===== src/hw/rtl/plch_pkg.sv =====
package plch_pkg;

	localparam int unsigned MAX_PAYLOAD_DEF = 2048;
	localparam int unsigned HDR_BYTES       = 8;

	localparam logic [31:0] CRC_POLY = 32'hEDB8_8320;
	localparam logic [31:0] CRC_INIT = 32'hFFFF_FFFF;

	// request kinds carried on s_tuser
	localparam logic REQ_PUSH = 1'b0;
	localparam logic REQ_PULL = 1'b1;

	typedef struct packed {
		logic wr_en;
		logic rd_en;
	} mem_ctl_t;

	// one byte of reflected CRC-32, bit at a time
	function automatic logic [31:0] crc_byte(input logic [31:0] crc_in, input logic [7:0] b);
		logic [31:0] c;
		c = crc_in ^ {24'h0, b};
		for (int i = 0; i < 8; i++) begin
			if (c[0]) begin
				c = (c >> 1) ^ CRC_POLY;
			end else begin
				c = c >> 1;
			end
		end
		return c;
	endfunction

endpackage


===== src/hw/rtl/plch_ctrl.sv =====
module plch_ctrl #(
	parameter int unsigned MAX_PAYLOAD = plch_pkg::MAX_PAYLOAD_DEF,
	parameter int unsigned AW          = 11,
	parameter int unsigned CW          = 12,
	parameter int unsigned PW          = 12
) (
	input  logic               clk,
	input  logic               arst_n,
	input  logic               s_tvalid,
	output logic               s_tready,
	input  logic [7:0]         s_tdata,
	input  logic               s_tuser,
	input  logic               s_tlast,
	output logic               m_tvalid,
	input  logic               m_tready,
	output logic [7:0]         m_tdata,
	output logic [1:0]         m_tuser,
	output logic               m_tlast,
	output plch_pkg::mem_ctl_t mem_ctl,
	output logic [AW-1:0]      wr_addr,
	output logic [7:0]         wr_data,
	output logic [AW-1:0]      rd_addr,
	input  logic [7:0]         rd_data
);
	import plch_pkg::*;

	logic          m_tvalid_q;
	logic [CW-1:0] count_q;
	logic [31:0]   crc_q;
	logic          ready_q;
	logic [PW-1:0] pos_q;

	logic [7:0]    byte_q;
	logic          sel_mem_q;
	logic          ovalid_q;
	logic          last_q;
	logic          drop_q;

	logic          accept;
	logic          is_push;
	logic          is_pull;
	logic          has_room;
	logic          frame_end;
	logic          in_hdr;
	logic [31:0]   hdr_word;
	logic [7:0]    hdr_b;
	logic [PW-1:0] total;

	assign s_tready = !m_tvalid_q || m_tready;
	assign accept   = s_tvalid && s_tready;
	assign is_push  = accept && (s_tuser == REQ_PUSH);
	assign is_pull  = accept && (s_tuser == REQ_PULL) && ready_q;
	assign has_room = count_q < CW'(MAX_PAYLOAD);

	assign total     = PW'(count_q) + PW'(HDR_BYTES);
	assign frame_end = (pos_q + PW'(1)) == total;
	assign in_hdr    = pos_q < PW'(HDR_BYTES);

	// header: length word then final CRC, both most significant byte first
	assign hdr_word = (pos_q < PW'(4)) ? 32'(count_q) : (crc_q ^ CRC_INIT);
	assign hdr_b    = 8'(hdr_word >> {2'd3 - pos_q[1:0], 3'b000});

	always_comb begin
		mem_ctl.wr_en = is_push && !ready_q && has_room;
		mem_ctl.rd_en = is_pull && !in_hdr;
	end
	assign wr_addr = AW'(count_q);
	assign wr_data = s_tdata;
	assign rd_addr = AW'(pos_q - PW'(HDR_BYTES));

	always_ff @(posedge clk or negedge arst_n) begin
		if (!arst_n) begin
			m_tvalid_q <= 1'b0;
			count_q    <= '0;
			crc_q      <= CRC_INIT;
			ready_q    <= 1'b0;
			pos_q      <= '0;
			byte_q     <= '0;
			sel_mem_q  <= 1'b0;
			ovalid_q   <= 1'b0;
			last_q     <= 1'b0;
			drop_q     <= 1'b0;
		end else begin
			if (accept) begin
				m_tvalid_q <= 1'b1;
			end else if (m_tready) begin
				m_tvalid_q <= 1'b0;
			end

			if (accept) begin
				byte_q    <= '0;
				sel_mem_q <= 1'b0;
				ovalid_q  <= 1'b0;
				last_q    <= 1'b0;
				drop_q    <= 1'b0;
				if (is_push) begin
					if (ready_q) begin
						drop_q <= 1'b1;
					end else begin
						if (has_room) begin
							count_q <= count_q + CW'(1);
							crc_q   <= crc_byte(crc_q, s_tdata);
						end else begin
							drop_q <= 1'b1;
						end
						// a last flag closes the frame even when the byte is dropped
						if (s_tlast) begin
							ready_q <= 1'b1;
							pos_q   <= '0;
						end
					end
				end else if (is_pull) begin
					ovalid_q  <= 1'b1;
					last_q    <= frame_end;
					sel_mem_q <= !in_hdr;
					byte_q    <= in_hdr ? hdr_b : 8'h00;
					if (frame_end) begin
						count_q <= '0;
						crc_q   <= CRC_INIT;
						ready_q <= 1'b0;
						pos_q   <= '0;
					end else begin
						pos_q <= pos_q + PW'(1);
					end
				end
			end
		end
	end

	assign m_tvalid = m_tvalid_q;
	assign m_tdata  = sel_mem_q ? rd_data : byte_q;
	assign m_tlast  = last_q;
	assign m_tuser  = {drop_q, ovalid_q};

endmodule


===== config.mk =====
export PLATFORM = sky130hd
export DESIGN_NAME = plch_ctrl
export DESIGN_NICKNAME = d
export VERILOG_FILES = /design/src/hw/rtl/plch_pkg.sv /design/src/hw/rtl/plch_ctrl.sv
export SDC_FILE = /design/constraint.sdc
export NUM_CORES = 1
export LEC_CHECK = 0
export BUFFER_PORTS_ARGS = -buffer_cell sky130_fd_sc_hd__buf_2
export CAP_MARGIN = 20
export CORE_MARGIN = 8
export CORE_UTILIZATION = 63
export DETAILED_ROUTE_END_ITERATION = 6
export GPL_TIMING_DRIVEN = 0
export PLACE_DENSITY = 0.86
export RECOVER_POWER = 50
export SLEW_MARGIN = 20
export SYNTH_ARGS = -nofsm -noshare
export SYNTH_HDL_FRONTEND = slang
export SYNTH_SLANG_ARGS = --single-unit
export TNS_END_PERCENT = 1

===== constraint.sdc =====
create_clock -name clk -period 5.04 [get_ports clk]
set_input_delay 0.756 -clock clk [delete_from_list [all_inputs] [get_ports clk]]
set_output_delay 0.756 -clock clk [all_outputs]
set_load 0.02 [all_outputs]

Yosys cells after proc, flatten, opt, wreduce, memory -nomap -nowiden --
Index checks and enable logic that the tools add are counted.
Storage, ports and cells: input port bits 22, word-level logic and storage cells 123, register bits after elaboration 70, output and inout bits 45
Cells by class: magnitude comparators 3, multiplexer cells 72, shifts and indexed selects 1, add/subtract/negate cells 5, reduce and logical (&&, ||, !) cells 17, eq/ne operators 4, bitwise logic cells 11
Operator list (number):
- 32-bit two-way mux | 42
- 12-bit two-way mux | 10
- 13-bit inverter with 14-bit output | 8
- 8-bit two-way mux | 4
- 32-bit inverter | 1
- 32-bit by 5-bit >> shifter with 8-bit output | 1
- 32-bit by 8-bit XOR with 32-bit output | 1
- 12-bit by 1-bit adder with 12-bit output, second input constant | 2
- 1-bit two-way mux | 16
- 12-bit by 4-bit adder with 12-bit output, second input constant | 1
- 12-bit == test | 1
- 12-bit < comparator, second input constant | 1
- 12-bit by 3-bit < comparator with 1-bit output, second input constant | 1
- 12-bit by 4-bit < comparator with 1-bit output, second input constant | 1
- 11-bit by 4-bit subtractor with 11-bit output, second input constant | 1
- 1-bit logical AND | 7
- 2-bit nonzero test | 3
- 5-bit AND reduction | 1
- 2-bit inequality test, second input constant | 2
- 4-bit AND reduction | 1
- 1-bit logical NOT | 3
- 3-bit AND reduction | 1
- 2-bit by 1-bit inequality test with 1-bit output, second input constant | 1
- 2-bit subtractor, first input constant | 1
- other kinds (2) | 2

Logic depth before layout (Yosys ltp) --
word-level depth 48, mapped depth 10, mapped depth without buffers 9

Worst setup path after synthesis --
OpenSTA, ideal clock, no wires.
path kind input to output, from input port m_tready, to output port mem_ctl[1] (netlist name), required time 4284 ps, setup slack 1697 ps, stages on the path 7, buffers on the path 3, arrival time 2587 ps, cells stage by stage nand2b_1 > nand2_1 > or4_1 > clkbuf_1 > clkinv_1 > clkbuf_1 > clkbuf_1
RTL lines:
- start: declaration | line plch_ctrl.sv:15 | input logic m_tready,
- end: declaration | line plch_ctrl.sv:19 | output plch_pkg::mem_ctl_t mem_ctl,

==> results.tsv <==
metric	value	unit
Fin Clk Skew	0.00831	ns
# DRC	0	
Tmin final	3.92	ns
area leader, netlist	dfrtp_1	
crit path DAT	3.16	ns
sequential-to-total area share from yosys stat	0.367	
Slowest cell on crit path	or4_1	
vias post-DR	4310	
Final Hold Fails	0	
Setup Fix Bufs, Post-CTS	0	
post-route ant nets	0	
net switching share of the total power	0.420	
worst path cell trace	buf_2 > nand2b_1 > nand2_1 > or4_1 > clkbuf_1 > clkinv_1 > clkbuf_1 > clkbuf_1 > buf_2	
Post-Syn Area	0.00488	mm2
Switch Pwr	1.39	mW
Slew Viols, Final	73	
routed vias/inst	6.03	
Net count, final	636	
hold path cells	2	
total gr overflow	0	
R2R Setup Slk	1.85	ns
failing checks	capacitance limit, slew limit	
initial antenna violation count	0	
syn nets	558	
number of synthesized register bits	70	
Pleak	2.33	nW
H-tree depth	3	
most used cell, CP	clkbuf_1	
Req. time, crit path	4.28	ns
RSZ-0062 raised after global routing	false	
Top-Level Pins	67	
Synth Warn #	0	
clk sinks	70	
critical path type	input port to primary output	
Max Root-Sink Buffers	2	
Num CTS Buffers	9	
Worst setup SP type	input port	
# fillers	604	
clk slew on worst S/H paths	0.09	ns
number of global-route vias before repair	4368	
R2R cell count	10	
Worst Hold Class	flip-flop to flip-flop	
drt first-iter violations	329	
RR Startpoint	pos_q[1]$_DFFE_PN0P_	
max cap viols	2	
CTS Root Buffer Type	clkbuf_8	
Area Overhead vs Synth	13.7	%
CTS tree	done	
fraction of layout instances using a drive strength above 1	0.264	
Combinational Power Share	0.536	
Synth Instances	530	
FP Rows	32	
area share of the largest cell type after synthesis	0.195	
Starting Density	0.642	
Synth Flop Type	dfrtp_1	
Final WS setup	1.12	ns
VDD IR max	0.000556	V
gpl congestion	0.946	
most frequent cells in the layout	xnor2_1 (65), buf_2 (60), nor2_1 (51)	
later-pin clock latency in the skew report	0.36	ns
Post-Route WL	13300	um
final setup TNS	0	ns
Least-Margin Pin Slew	2.02	ns
Core ar.	0.00761	mm2
FFs w/ async S/R, synth	1.00	
Die Footprint	0.0108	mm2
Die X	104	um
min-delay src	byte_q[1]$_DFFE_PN0P_	
Port Buf Inserts	66	
r2r endpoint	crc_q[20]$_DFFE_PN1P_	
PwrDens	597	mW/mm2
hold_buf cts	0	
most common cell after layout, fill and taps aside	xnor2_1	
final setup vio count	0	
WL/cell	18.5	um
Crit Path Max Fanout	10	
count of cell types in the netlist	50	
post-DP HPWL	9890	um
die height	104	um
hold path endpoint	byte_q[1]$_DFFE_PN0P_	
number of iterations in the first detailed-routing pass	5	
P_int	1.92	mW
largest net degree at the start of global routing	39	
outcome	finished with violations	
diodes inserted	0	
Tcrit/Tclk final	0.778	
max frequency	255	MHz
sequential power share	0.303	
GRT Overall Usage	0.247	
Post-synth EDFFs	0	
power share of the clock group	0.161	
crit-path max cell delay	0.50	ns
global-route wire length before repair	22100	um
top post-synthesis cells by area	dfrtp_1 (19%), dfstp_2 (17%), xnor2_1 (12%)	
dpl ws	1.16	ns
Slew headroom	-0.348	
Avg Inst Size Synth	9.21	um2
Crit. End Element	primary output	
Resize count post-CTS	0	
cell families (layout without fill, tap and decap cells):
logic type | Yosys count | after routing | share of synthesized area
and+or+nand+nor | 160 | 160 | 0.161
AOI/OAI and AO/OA | 104 | 104 | 0.142
xor gates and xnor gates | 96 | 96 | 0.175
DFF | 70 | 70 | 0.367
buffers and inverters | 64 | 147 | 0.0746
muxes | 30 | 30 | 0.0653
adders and majority gates | 6 | 6 | 0.0154
critical path: cells and delay by family:
kind,cells,cell delay [ns]
buffers and inverters,6,1.52
and+or+nand+nor,3,0.89
per-layer routing:
layer	vias up	wire (um)	global-route usage
li1	1994	-	-
met1	2072	5560	0.298
met2	205	6450	0.415
met3	39	909	0.0601
met4	0	338	0.0920
met5	-	0	0
how the worst max path moves through the flow:
| stage | startpoint | end | slack, ns | cells past startpoint |
|---|---|---|---|---|
| after floorplan | m_tready | mem_ctl[1] | 1.70 | 7 |
| after detailed placement | m_tready | mem_ctl[1] | 1.16 | 9 |
| after global routing | arst_n | count_q[2]$_DFFE_PN0P_ | 0.89 | 2 |
| after global placement | m_tready | mem_ctl[1] | 1.20 | 9 |
| after CTS | m_tready | mem_ctl[1] | 1.15 | 9 |
| final | m_tready | mem_ctl[1] | 1.12 | 9 |
power groups by stage:
stage                     Clock, mW  Combinational, mW  Sequential [mW]
after floorplan                   0               1.43            0.943
after global placement            0               1.69            0.995
after detailed placement          0               1.74             1.01
after CTS                     0.533               1.76            0.996
after global routing          0.559               1.92             1.02
final                         0.532               1.78             1.00
cells in the mapped netlist (3+ instances only):
library cell  count
xnor2_1          65
o211ai_1          4
o22ai_1           3
a21oi_1          10
or3_1             3
nor2_1           51
nor3_1            5
or4_4             3
mux2i_1          15
a22oi_1          32
nand4_1          11
and2_1            3
o21ai_0          18
o311ai_0          3
ha_1              6
nand2_1          46
o21ai_1           6
xor2_1           30
or2_2             7
nand3_1          11
a21o_1            3
mux2_2           15
buf_4            24
and4_1            3
a22o_1            4
dfrtp_1          38
buf_2            12
inv_1             5
dfstp_2          32
nand2b_1          4
o311ai_1          4
clkbuf_1         19
o31ai_1           3
a31oi_1          12
and3_1            5
per-stage QoR:
step | util | cells | hold WS [ns] | power, mW | instance area, um2
finish | 0.730 | 715 | 0.490 | 3.31 | 5550
global route | 0.730 | 715 | 0.526 | 3.51 | 5550
CTS | 0.735 | 715 | 0.340 | 3.29 | 5590
detailed placement | 0.705 | 699 | 0.471 | 2.75 | 5360
global placement | 0.702 | 698 | 0.458 | 2.69 | 5340
floorplan | - | 530 | 0.445 | 2.37 | 4880
registers in the layout, summed over array words and instances (netlist names):
register and flops:
m_tvalid 1, ovalid_q 1, crc_q 32, m_tlast 1
pos_q 12, ready_q 1, count_q 12, sel_mem_q 1
byte_q 8, drop_q 1
final cells by class:
cell class,instances,area (um2),share of cell area
multi-input cells,396,2730,0.491
plain buffers,58,342,0.0615
clock buffers,9,124,0.0223
flip-flops and latches,70,1790,0.323
inverters,6,22.5,0.00406
well taps,102,128,0.0230
repair buffers,67,312,0.0561
clock inverters,7,105,0.0189
(Power assumes the default switching activity.)
